File: src/btb_pkg.sv
// ----------------------------------------------------------------------------
// btb_pkg
// Shared types and constants for the branch target buffer predictor.
// ----------------------------------------------------------------------------
package btb_pkg;

   // entry count, power of two
   localparam int TABLE_ENTRIES = 4;
   localparam int IDX_W         = $clog2(TABLE_ENTRIES);
   localparam int ALIGN_SHIFT   = 2;
   localparam int TAG_W         = 32 - ALIGN_SHIFT - IDX_W;

   localparam logic [6:0]  OPCODE_JUMP = 7'h6f;
   localparam logic [31:0] SEQ_STEP    = 32'd4;

   localparam int CSR_ADDR_W = 3;
   localparam logic [CSR_ADDR_W-ALIGN_SHIFT-1:0] REG_PREDICT_MODE = '0;

   localparam logic MODE_SEQUENTIAL = 1'b0;
   localparam logic MODE_BTFN       = 1'b1;

   typedef logic [IDX_W-1:0] idx_type;
   typedef logic [TAG_W-1:0] tag_type;

   // controller -> datapath
   typedef struct packed {
      logic load;     // latch request beat, read the table
      logic resolve;  // predict, register result, update the table
   } btb_cmd_type;

   function automatic idx_type idx_of(input logic [31:0] pc);
      return pc[ALIGN_SHIFT +: IDX_W];
   endfunction

   function automatic tag_type tag_of(input logic [31:0] pc);
      return pc[31 -: TAG_W];
   endfunction

endpackage

File: src/btb_if.sv
// ----------------------------------------------------------------------------
// btb_if
// Valid/ready channels for branch records and prediction results.
// ----------------------------------------------------------------------------
interface btb_req_if;
   logic        valid;
   logic        ready;
   logic [31:0] pc;
   logic [31:0] instr_word;
   logic [31:0] actual_next_pc;

   modport source (output valid, output pc, output instr_word, output actual_next_pc,
                   input ready);
   modport sink   (input valid, input pc, input instr_word, input actual_next_pc,
                   output ready);
endinterface

interface btb_rsp_if;
   logic        valid;
   logic        ready;
   logic [31:0] predicted_next_pc;
   logic        table_hit;
   logic        mispredicted;

   modport source (output valid, output predicted_next_pc, output table_hit,
                   output mispredicted, input ready);
   modport sink   (input valid, input predicted_next_pc, input table_hit,
                   input mispredicted, output ready);
endinterface

File: src/btb_ctrl.sv
// ----------------------------------------------------------------------------
// btb_ctrl
// Sequencer: accept a record beat, resolve it, hold the result beat.
// ----------------------------------------------------------------------------
module btb_ctrl
   import btb_pkg::*;
(
   input  logic        clock,
   input  logic        reset,
   input  logic        req_valid,
   output logic        req_ready,
   output logic        rsp_valid,
   input  logic        rsp_ready,
   output btb_cmd_type cmd
);

   typedef enum logic [1:0] {
      S_IDLE,
      S_LOOK,
      S_RESP
   } state_type;

   state_type state_ff;
   state_type state_in;
   logic      rsp_valid_ff;
   logic      rsp_valid_in;
   logic      accept;

   // a new beat may enter as the pending result leaves
   assign req_ready = !reset && ((state_ff == S_IDLE) ||
                                 (state_ff == S_RESP && rsp_ready));
   assign accept    = req_valid && req_ready;

   assign cmd.load    = accept;
   assign cmd.resolve = (state_ff == S_LOOK);
   assign rsp_valid   = rsp_valid_ff;

   always_comb begin
      state_in     = state_ff;
      rsp_valid_in = rsp_valid_ff;
      case (state_ff)
         S_IDLE: begin
            if (accept) begin
               state_in = S_LOOK;
            end
         end
         S_LOOK: begin
            state_in     = S_RESP;
            rsp_valid_in = 1'b1;
         end
         S_RESP: begin
            if (rsp_ready) begin
               rsp_valid_in = 1'b0;
               state_in     = accept ? S_LOOK : S_IDLE;
            end
         end
         default: begin
            state_in     = S_IDLE;
            rsp_valid_in = 1'b0;
         end
      endcase
   end

   always_ff @(posedge clock) begin
      if (reset) begin
         state_ff     <= S_IDLE;
         rsp_valid_ff <= 1'b0;
      end else begin
         state_ff     <= state_in;
         rsp_valid_ff <= rsp_valid_in;
      end
   end

endmodule

File: src/btb_dp.sv
// ----------------------------------------------------------------------------
// btb_dp
// Datapath: table storage, lookup, sequential or BTFN prediction and table update.
// ----------------------------------------------------------------------------
module btb_dp
   import btb_pkg::*;
(
   input  logic        clock,
   input  logic        reset,
   input  btb_cmd_type cmd,
   input  logic        predict_mode,
   input  logic [31:0] req_pc,
   input  logic [31:0] req_instr_word,
   input  logic [31:0] req_actual_next_pc,
   output logic [31:0] rsp_predicted_next_pc,
   output logic        rsp_table_hit,
   output logic        rsp_mispredicted
);

   // table storage
   tag_type     tag_mem    [TABLE_ENTRIES];
   logic [31:0] target_mem [TABLE_ENTRIES];
   logic        jump_mem   [TABLE_ENTRIES];
   logic [TABLE_ENTRIES-1:0] valid_ff;

   // latched record
   logic [31:0] pc_ff;
   logic [31:0] actual_ff;
   logic        is_jump_ff;
   idx_type     idx_ff;

   // registered table read
   tag_type     rd_tag_ff;
   logic [31:0] rd_target_ff;
   logic        rd_jump_ff;

   // result
   logic [31:0] pred_ff;
   logic        hit_ff;
   logic        miss_ff;

   logic [31:0] seq_pc;
   logic        hit;
   logic        take;
   logic [31:0] pred;
   logic        update;

   assign seq_pc = pc_ff + SEQ_STEP;
   assign hit    = valid_ff[idx_ff] && (rd_tag_ff == tag_of(pc_ff));
   assign take   = (predict_mode == MODE_BTFN) && hit &&
                   (rd_jump_ff || (rd_target_ff < pc_ff));
   assign pred   = take ? rd_target_ff : seq_pc;
   assign update = cmd.resolve && (actual_ff != seq_pc);

   always_ff @(posedge clock) begin
      if (cmd.load) begin
         pc_ff        <= req_pc;
         actual_ff    <= req_actual_next_pc;
         is_jump_ff   <= (req_instr_word[6:0] == OPCODE_JUMP);
         idx_ff       <= idx_of(req_pc);
         rd_tag_ff    <= tag_mem[idx_of(req_pc)];
         rd_target_ff <= target_mem[idx_of(req_pc)];
         rd_jump_ff   <= jump_mem[idx_of(req_pc)];
      end
      if (cmd.resolve) begin
         pred_ff <= pred;
         hit_ff  <= hit;
         miss_ff <= (pred != actual_ff);
      end
      if (update) begin
         tag_mem[idx_ff]    <= tag_of(pc_ff);
         target_mem[idx_ff] <= actual_ff;
         jump_mem[idx_ff]   <= is_jump_ff;
      end
   end

   always_ff @(posedge clock) begin
      if (reset) begin
         valid_ff <= '0;
      end else if (update) begin
         valid_ff[idx_ff] <= 1'b1;
      end
   end

   assign rsp_predicted_next_pc = pred_ff;
   assign rsp_table_hit         = hit_ff;
   assign rsp_mispredicted      = miss_ff;

endmodule

File: src/btb_btfn_predictor.sv
// ----------------------------------------------------------------------------
// btb_btfn_predictor
// Direct-mapped branch target buffer with backward-taken/forward-not-taken
// prediction, scored against retired control-flow records.
// ----------------------------------------------------------------------------
// Usage:
//   req_bus carries one retired record per beat (pc, instr_word,
//   actual_next_pc); rsp_bus returns one beat per record with the prediction
//   made before the record updates the table, the hit flag and the
//   mispredict flag. Results come back in order.
//   A result beat shows in S_RESP, after the table read and S_LOOK resolve.
//   No record is taken in S_LOOK, the resolve/update step that follows
//   the synchronous table read; a new record is taken in the cycle the
//   pending result beat is consumed.
//   If rsp_ready stays low the result beat holds and req_ready stays low.
//   Reset clears all table valid bits and sets predict_mode to 1 (BTFN);
//   the table is usable the cycle after reset falls.
//   csr_*: APB-style; predict_mode at byte address 0, write only while idle.
// ----------------------------------------------------------------------------
module btb_btfn_predictor
   import btb_pkg::*;
(
   input  logic                  clock,
   input  logic                  reset,
   btb_req_if.sink               req_bus,
   btb_rsp_if.source             rsp_bus,
   input  logic                  csr_psel,
   input  logic                  csr_penable,
   input  logic                  csr_pwrite,
   input  logic [CSR_ADDR_W-1:0] csr_paddr,
   input  logic [31:0]           csr_pwdata,
   output logic [31:0]           csr_prdata,
   output logic                  csr_pready
);

   btb_cmd_type cmd;
   logic        mode_ff;
   logic        csr_hit;

   assign csr_pready = 1'b1;
   assign csr_hit    = (csr_paddr[CSR_ADDR_W-1:ALIGN_SHIFT] == REG_PREDICT_MODE);

   always_ff @(posedge clock) begin
      if (reset) begin
         mode_ff <= MODE_BTFN;
      end else if (csr_psel && csr_penable && csr_pwrite && csr_pready && csr_hit) begin
         mode_ff <= csr_pwdata[0];
      end
   end

   assign csr_prdata = csr_hit ? {31'd0, mode_ff} : 32'd0;

   btb_ctrl u_ctrl (
      .clock     (clock),
      .reset     (reset),
      .req_valid (req_bus.valid),
      .req_ready (req_bus.ready),
      .rsp_valid (rsp_bus.valid),
      .rsp_ready (rsp_bus.ready),
      .cmd       (cmd)
   );

   btb_dp u_dp (
      .clock                 (clock),
      .reset                 (reset),
      .cmd                   (cmd),
      .predict_mode          (mode_ff),
      .req_pc                (req_bus.pc),
      .req_instr_word        (req_bus.instr_word),
      .req_actual_next_pc    (req_bus.actual_next_pc),
      .rsp_predicted_next_pc (rsp_bus.predicted_next_pc),
      .rsp_table_hit         (rsp_bus.table_hit),
      .rsp_mispredicted      (rsp_bus.mispredicted)
   );

endmodule

File: src/flat_wrapper.sv
// flat-port wrapper written by rule: the top's interface ports become plain ports
module btb_btfn_predictor_flat import btb_pkg::*;
  (clock, reset, csr_psel, csr_penable, csr_pwrite, csr_paddr, csr_pwdata, csr_prdata, csr_pready, req_bus_valid, req_bus_pc, req_bus_instr_word, req_bus_actual_next_pc, req_bus_ready, rsp_bus_valid, rsp_bus_predicted_next_pc, rsp_bus_table_hit, rsp_bus_mispredicted, rsp_bus_ready);
  btb_req_if req_bus_i ();
  btb_rsp_if rsp_bus_i ();
  input  logic clock;
  input  logic reset;
  input  logic csr_psel;
  input  logic csr_penable;
  input  logic csr_pwrite;
  input  logic [CSR_ADDR_W-1:0] csr_paddr;
  input  logic [31:0] csr_pwdata;
  output logic [31:0] csr_prdata;
  output logic csr_pready;
  input wire logic [$bits(req_bus_i.valid)-1:0] req_bus_valid;
  input wire logic [$bits(req_bus_i.pc)-1:0] req_bus_pc;
  input wire logic [$bits(req_bus_i.instr_word)-1:0] req_bus_instr_word;
  input wire logic [$bits(req_bus_i.actual_next_pc)-1:0] req_bus_actual_next_pc;
  output wire logic [$bits(req_bus_i.ready)-1:0] req_bus_ready;
  output wire logic [$bits(rsp_bus_i.valid)-1:0] rsp_bus_valid;
  output wire logic [$bits(rsp_bus_i.predicted_next_pc)-1:0] rsp_bus_predicted_next_pc;
  output wire logic [$bits(rsp_bus_i.table_hit)-1:0] rsp_bus_table_hit;
  output wire logic [$bits(rsp_bus_i.mispredicted)-1:0] rsp_bus_mispredicted;
  input wire logic [$bits(rsp_bus_i.ready)-1:0] rsp_bus_ready;
  assign req_bus_i.valid = req_bus_valid;
  assign req_bus_i.pc = req_bus_pc;
  assign req_bus_i.instr_word = req_bus_instr_word;
  assign req_bus_i.actual_next_pc = req_bus_actual_next_pc;
  assign req_bus_ready = req_bus_i.ready;
  assign rsp_bus_valid = rsp_bus_i.valid;
  assign rsp_bus_predicted_next_pc = rsp_bus_i.predicted_next_pc;
  assign rsp_bus_table_hit = rsp_bus_i.table_hit;
  assign rsp_bus_mispredicted = rsp_bus_i.mispredicted;
  assign rsp_bus_i.ready = rsp_bus_ready;
  btb_btfn_predictor u_core (.clock(clock), .reset(reset), .req_bus(req_bus_i), .rsp_bus(rsp_bus_i), .csr_psel(csr_psel), .csr_penable(csr_penable), .csr_pwrite(csr_pwrite), .csr_paddr(csr_paddr), .csr_pwdata(csr_pwdata), .csr_prdata(csr_prdata), .csr_pready(csr_pready));
endmodule
File: config.mk
export PLATFORM = sky130hd
export DESIGN_NAME = btb_btfn_predictor_flat
export DESIGN_NICKNAME = d
export VERILOG_FILES = /design/src/btb_pkg.sv /design/src/btb_if.sv /design/src/btb_ctrl.sv /design/src/btb_dp.sv /design/src/btb_btfn_predictor.sv /design/src/flat_wrapper.sv
export SDC_FILE = /design/constraint.sdc
export NUM_CORES = 1
export LEC_CHECK = 0
export BUFFER_PORTS_ARGS = -buffer_cell sky130_fd_sc_hd__buf_4
export CAP_MARGIN = 20
export CORE_AREA = 8 8 178 214
export CTS_CLUSTER_DIAMETER = 120
export DETAILED_ROUTE_END_ITERATION = 8
export DIE_AREA = 0 0 186 222
export PLACE_DENSITY = 0.86
export RECOVER_POWER = 100
export SLEW_MARGIN = 20
export SYNTH_ARGS = -nofsm -noshare
export SYNTH_HDL_FRONTEND = slang
export SYNTH_SLANG_ARGS = --single-unit
File: constraint.sdc
create_clock -name clock -period 4.65 [get_ports clock]
set_clock_uncertainty 0.2 [all_clocks]
set_input_delay 0.465 -clock clock [delete_from_list [all_inputs] [get_ports clock]]
set_output_delay 0.465 -clock clock [all_outputs]
set_load 0.05 [all_outputs]
-- Word level (Yosys, flattened, before mapping)
Memory sizes are Yosys's and may differ from the RTL's. A register that Yosys moved wholly into a read port is not among the register bits.
Cells that the tools add are included.
- memory bits (writable): 244
- memories: 3
- register bits: 109
- logic and storage cells: 60
- reductions and logical operators: 17
- add/sub/neg operators: 1
- equality and inequality tests: 8
- muxes and demuxes: 14
- bitwise gates (word level): 3
- order comparisons: 3
- memory list (memory ; words ; bits a word ; rd ports ; clocked after memory_dff ; wr ports ; RTL line ; RTL):
    u_core.u_dp.target_mem ; 4 ; 32 ; 1 ; 1 ; 1 ; btb_dp.sv:22 ; logic [31:0] target_mem [TABLE_ENTRIES];
    u_core.u_dp.tag_mem ; 4 ; 28 ; 1 ; 1 ; 1 ; btb_dp.sv:21 ; tag_type tag_mem [TABLE_ENTRIES];
    u_core.u_dp.jump_mem ; 4 ; 1 ; 1 ; 1 ; 1 ; btb_dp.sv:23 ; logic jump_mem [TABLE_ENTRIES];
- operator list (cell ; number):
    != test 32 bit ; 2
    adder 32 x 3 -> 32 bit, second input constant ; 1
    < comparator 32 bit ; 1
    2-to-1 mux 32 bit ; 1
    equality test 28 bit ; 1
    logical AND 1 bit ; 11
    equality test 7 bit, second input constant ; 1
    2-to-1 mux 1 bit ; 7
    case mux 2 bit (3 select lines) ; 1
    2-to-1 mux 2 bit ; 2
    != test 2 bit, second input constant ; 2
    OR 4 bit ; 1
    AND reduction 2 bit ; 2
    < comparator 2 x 3 -> 1 bit, second input constant ; 1
    case mux 1 bit (3 select lines) ; 1
    binary-select mux 1 bit (select 2 bit) ; 1
    demux 1 bit (select 2 bit) ; 1
    equality test 2 x 1 -> 1 bit, second input constant ; 1
    equality test 2 bit, second input constant ; 1
    greater-or-equal comparator 2 x 1 -> 1 bit, second input constant ; 1
    logical NOT 2 bit ; 1
    logical OR 1 bit ; 2
    NOT 1 bit ; 2
    logical NOT 1 bit ; 1

-- Longest topological paths before layout
- word-level depth: 8
- depth in mapped cells: 15

-- By module
Synthesis repeated with hierarchy kept, for this count alone.
- cell total of the unflattened synthesis: 954
- area, all modules: 17151.4 um^2
- by module, submodules not included (module ; times used ; sequential area each (um^2) ; cells an instance ; area an instance (um^2)):
    btb_dp ; 1 ; 12211.7 ; 899 ; 16688.5
    btb_btfn_predictor ; 1 ; 20.0 ; 40 ; 315.3
    btb_ctrl ; 1 ; 60.1 ; 15 ; 147.6

-- Worst setup path after synthesis
OpenSTA, ideal clock, no wires.
- path type: input to register
- start point: input reset
- end point: register u_core.u_dp.actual_ff[0] (enable)
- path slack: -888 ps
- library setup time: 498 ps
- data arrival time: 4840 ps
- cell stages on the path: 3
- data required time: 3952 ps
- cell sequence: clkbuf_1 > nor3_1 > and2_1
- longest elaborated chain between the ends: 3
- ends and longest elaborated chain (what ; RTL line ; RTL):
    from (decl) ; flat_wrapper.sv:7 ; input logic reset;
    logical NOT 1 bit ; btb_ctrl.sv:30 ; assign req_ready = !reset && ((state_ff == S_IDLE) ||
    logical AND 1 bit ; btb_ctrl.sv:30 ;
    via req_bus_ready ; flat_wrapper.sv:19 ; output wire logic [$bits(req_bus_i.ready)-1:0] req_bus_ready;
    logical AND 1 bit ; btb_ctrl.sv:32 ; assign accept = req_valid && req_ready;
    via u_core.u_ctrl.accept ; btb_ctrl.sv:27 ; logic accept;
    to (signal assigned) ; btb_dp.sv:58 ; actual_ff <= req_actual_next_pc;
    to (decl) ; btb_dp.sv:28 ; logic [31:0] actual_ff;
The timed path passes the listed nets, and every way through them passes these cells.
A chain may end at the register's enable or synchronous reset.

-- Worst setup path after layout
- start point: register u_core.u_dp.pc_ff[10]
- end point: memory u_core.u_dp.target_mem[1][26] (enable)
- longest elaborated chain between the ends: 5
- ends and longest elaborated chain (what ; RTL line ; RTL):
    from (decl) ; btb_dp.sv:27 ; logic [31:0] pc_ff;
    from (signal assigned) ; btb_dp.sv:57 ; pc_ff <= req_pc;
    adder 32 x 3 -> 32 bit ; btb_dp.sv:48 ; assign seq_pc = pc_ff + SEQ_STEP;
    != test 32 bit ; btb_dp.sv:53 ; assign update = cmd.resolve && (actual_ff != seq_pc);
    logical AND 1 bit ; btb_dp.sv:53 ;
    2-to-1 mux 1 bit ; btb_dp.sv:70 ; if (update) begin
    2-to-1 mux 1 bit (implied by the code) ; btb_dp.sv:72 ; target_mem[idx_ff] <= actual_ff;
    to (decl) ; btb_dp.sv:22 ;
Every way passes these cells.

==> flow_metrics.env <==
export IMPL_synth_distinct_cells=68
export IMPL_gp_congestion=0.9308
export IMPL_cp_required_ns=4.72
export IMPL_portBuffers=116
export IMPL_core_area_sq_um=34530
export IMPL_pre_cts_ws_ns=0.3936
export IMPL_io_pin_count=207
export IMPL_fin_ws_ns=0.1633
export IMPL_grt_max_degree=66
export IMPL_period_minus_slack_ns=4.487
export IMPL_vdd_ir_drop_max_v=0.0002297
export IMPL_synth_edf_count=404
export IMPL_grt_total_usage_pct=21.06
export IMPL_clock_sinks=412
export IMPL_r2r_start="u_core.u_dp.pc_ff[10]$_DFFE_PP_"
export IMPL_cts_tree="built"
export IMPL_holdWs_ns=0.05854
export IMPL_ys_seq_area_share_pct=68.14
export IMPL_syn_area_sq_um=18040
export IMPL_min_delay_start="req_bus_instr_word[0]"
export IMPL_core_rowCount=75
export IMPL_nNetsFinal=1529
export IMPL_yosys_top_cells_count="edfxtp_1, nor2_1, mux4_2, inv_1, nand2_1"
export IMPL_yosysTopAreaCell="edfxtp_1"
export IMPL_period_share_pct=96.49
export IMPL_leakage_nw=7.349
export IMPL_post_cts_setup_buffer_count=0
export IMPL_firstDrtPassIters=5
export IMPL_hold_buffers=67
export IMPL_synth_area_top_cells="edfxtp_1, mux4_2, ha_1"
export IMPL_async_flop_share_pct=0
export IMPL_cts_resized=0
export IMPL_slew_viol_final=182
export IMPL_start_util_pct=52.24
export IMPL_start_kind="flip-flop"
export IMPL_violations="capacitance limit, slew limit"
export IMPL_drtIter0Drc=829
export IMPL_cts_buffers=40
export IMPL_ff2ff_setup_slack_ns=0.16
export IMPL_routed_wl_um=43320
export IMPL_die_area_sq_um=41290
export IMPL_yosysWarnings=0
export IMPL_cts_buffer_depth=3
export IMPL_ys_flop_type="edfxtp_1"
export IMPL_fin_util_pct=61.86
export IMPL_chipWidth_um=186
export IMPL_die_y_um=222
export IMPL_clkLatencyLatePin_ns=0.55
export IMPL_drive_gt1_share_pct=18.76
export IMPL_tns_ns=0
export IMPL_fmax_ghz=0.2229
export IMPL_p_per_area_nw_per_um2=377.7
export IMPL_clockRootBuffer="clkbuf_16"
export IMPL_area_delta_synth_final_pct=18.42
export IMPL_synth_top_area_share_pct=67.25
export IMPL_min_path_type="in2reg"
export IMPL_maxCapViolCount=4
export IMPL_ant_nets=0
export IMPL_tightestPinTransition_ns=4.001
export IMPL_end_kind="flip-flop"
export IMPL_syn_avg_cell_area_sq_um=16.06
export IMPL_vias=10660
export IMPL_cts_max_level=2
export IMPL_yosysMostFrequentCell="edfxtp_1"
export IMPL_drc=0
export IMPL_grt_setup_unrepaired="false"
export IMPL_path_class="reg2reg"
export IMPL_via_per_inst=5.765
export IMPL_crit_fanout=31
export IMPL_arrival_ns=4.55
export IMPL_routedWlPerCell_um=23.43
export IMPL_ys_ff_latch=412
export IMPL_critPathLaunch="u_core.u_dp.pc_ff[10]$_DFFE_PP_"
export IMPL_dp_hpwl_um=29250
export IMPL_setup_viol=0
export IMPL_gr_total_overflow=0
export IMPL_netlist_instances=1123
export IMPL_finalHoldViolations=0
export IMPL_status="complete, but fails checks"
export IMPL_first_global_vias=10913
export IMPL_antenna_found_initial=1
export IMPL_grt_pass1_wl_um=65520
export IMPL_cts_clk_slew_worst_paths_ns=0.06
export IMPL_relSlewSlack_pct=-166.7
[per-stage QoR]
stage               std cells  instance area (sq um)  power [mW]
finish                   1849                  21360       8.068
global route             1849                  21360       8.308
CTS                      1848                  21630       8.129
detailed placement       1709                  19670       4.938
global placement         1709                  19670       4.917
floorplan                1153                  18160       4.731
[layout by cell type (no fill, tap or decap), types with 9 or more instances in the layout]
master / n
a21oi_1: 34
nand4_1: 32
clkbuf_4: 65
and3_1: 15
nand2_1: 45
and2_1: 17
inv_1: 50
xor2_1: 34
xnor2_1: 34
mux4_2: 62
edfxtp_1: 404
nor3_1: 16
nand2b_1: 9
o211ai_1: 15
buf_4: 35
nand3_1: 10
o32ai_1: 14
ha_1: 35
clkbuf_16: 41
nor4_1: 16
conb_1: 32
nor2_1: 74
clkbuf_1: 60
dlygate4sd3_1: 67
[cell families after synthesis]
kind of cell    after synthesis  share of synthesized area (%)
flops                       412                          68.14
simple gates                284                          8.795
compound gates              125                          5.057
buf+inv                     124                          3.503
xor+xnor                     73                          3.926
mux                          68                          8.108
fa+ha+maj                    35                          2.428
other cells                   2                        0.04163
[per-layer routing]
metal / routed length, um / up-vias / GRT usage, %
li1: - / 4815 / -
met1: 17420 / 5305 / 27.86
met2: 21620 / 444 / 35.17
met3: 2878 / 96 / 2.869
met4: 1400 / 0 / 7.284
met5: 0 / - / 0
[flip-flops by register name (all words and copies together), names as in the netlist, 28 cells and up]
name / cells
u_core.u_dp.rd_tag_ff: 28
u_core.u_dp.pc_ff: 32
u_core.u_dp.target_mem: 128
u_core.u_dp.tag_mem: 112
u_core.u_dp.rsp_predicted_next_pc: 32
u_core.u_dp.rd_target_ff: 32
u_core.u_dp.actual_ff: 32
[final timing paths]
| kind | cells past startpoint | to |
|---|---|---|
| max | 10 | u_core.u_dp.target_mem[1][26]$_DFFE_PP_ |
| min reg2reg | 2 | u_core.u_dp.valid_ff[2]$_SDFFE_PP0P_ |
| max reg2reg | 10 | u_core.u_dp.target_mem[1][26]$_DFFE_PP_ |
| min | 3 | u_core.u_dp.is_jump_ff$_DFFE_PP_ |
[power by group]
part           switching, mW  total (mW)  leakage (nW)  internal (mW)
Clock                   1.37        3.17         0.620           1.80
Combinational          0.370       0.620          2.97          0.251
Sequential            0.0841        4.28          3.76           4.19
Total                   1.82        8.07          7.35           6.24
[worst max-delay path: stages (launching register included)]
cell and delay [ns]:
edfxtp_1 0.41, clkbuf_1 0.54, nand4_4 0.28, or3_4 0.55, or4_1 0.58, a21oi_1 0.20, or2_1 0.15, o2111ai_1 0.16
or4_1 0.61, and3_1 0.30, buf_12 0.20
[final cells by class]
type / count / area (sq um)
inverters: 50 / 187.7
diodes: 1 / 2.502
well taps: 462 / 578.1
clock buffers: 45 / 1041
repair buffers: 235 / 1799
flip-flops and latches: 412 / 12290
clock inverters: 27 / 242.7
fillers: 2513 / 13170
multi-input cells: 617 / 5219
Power figures use the tool's default switching activity.
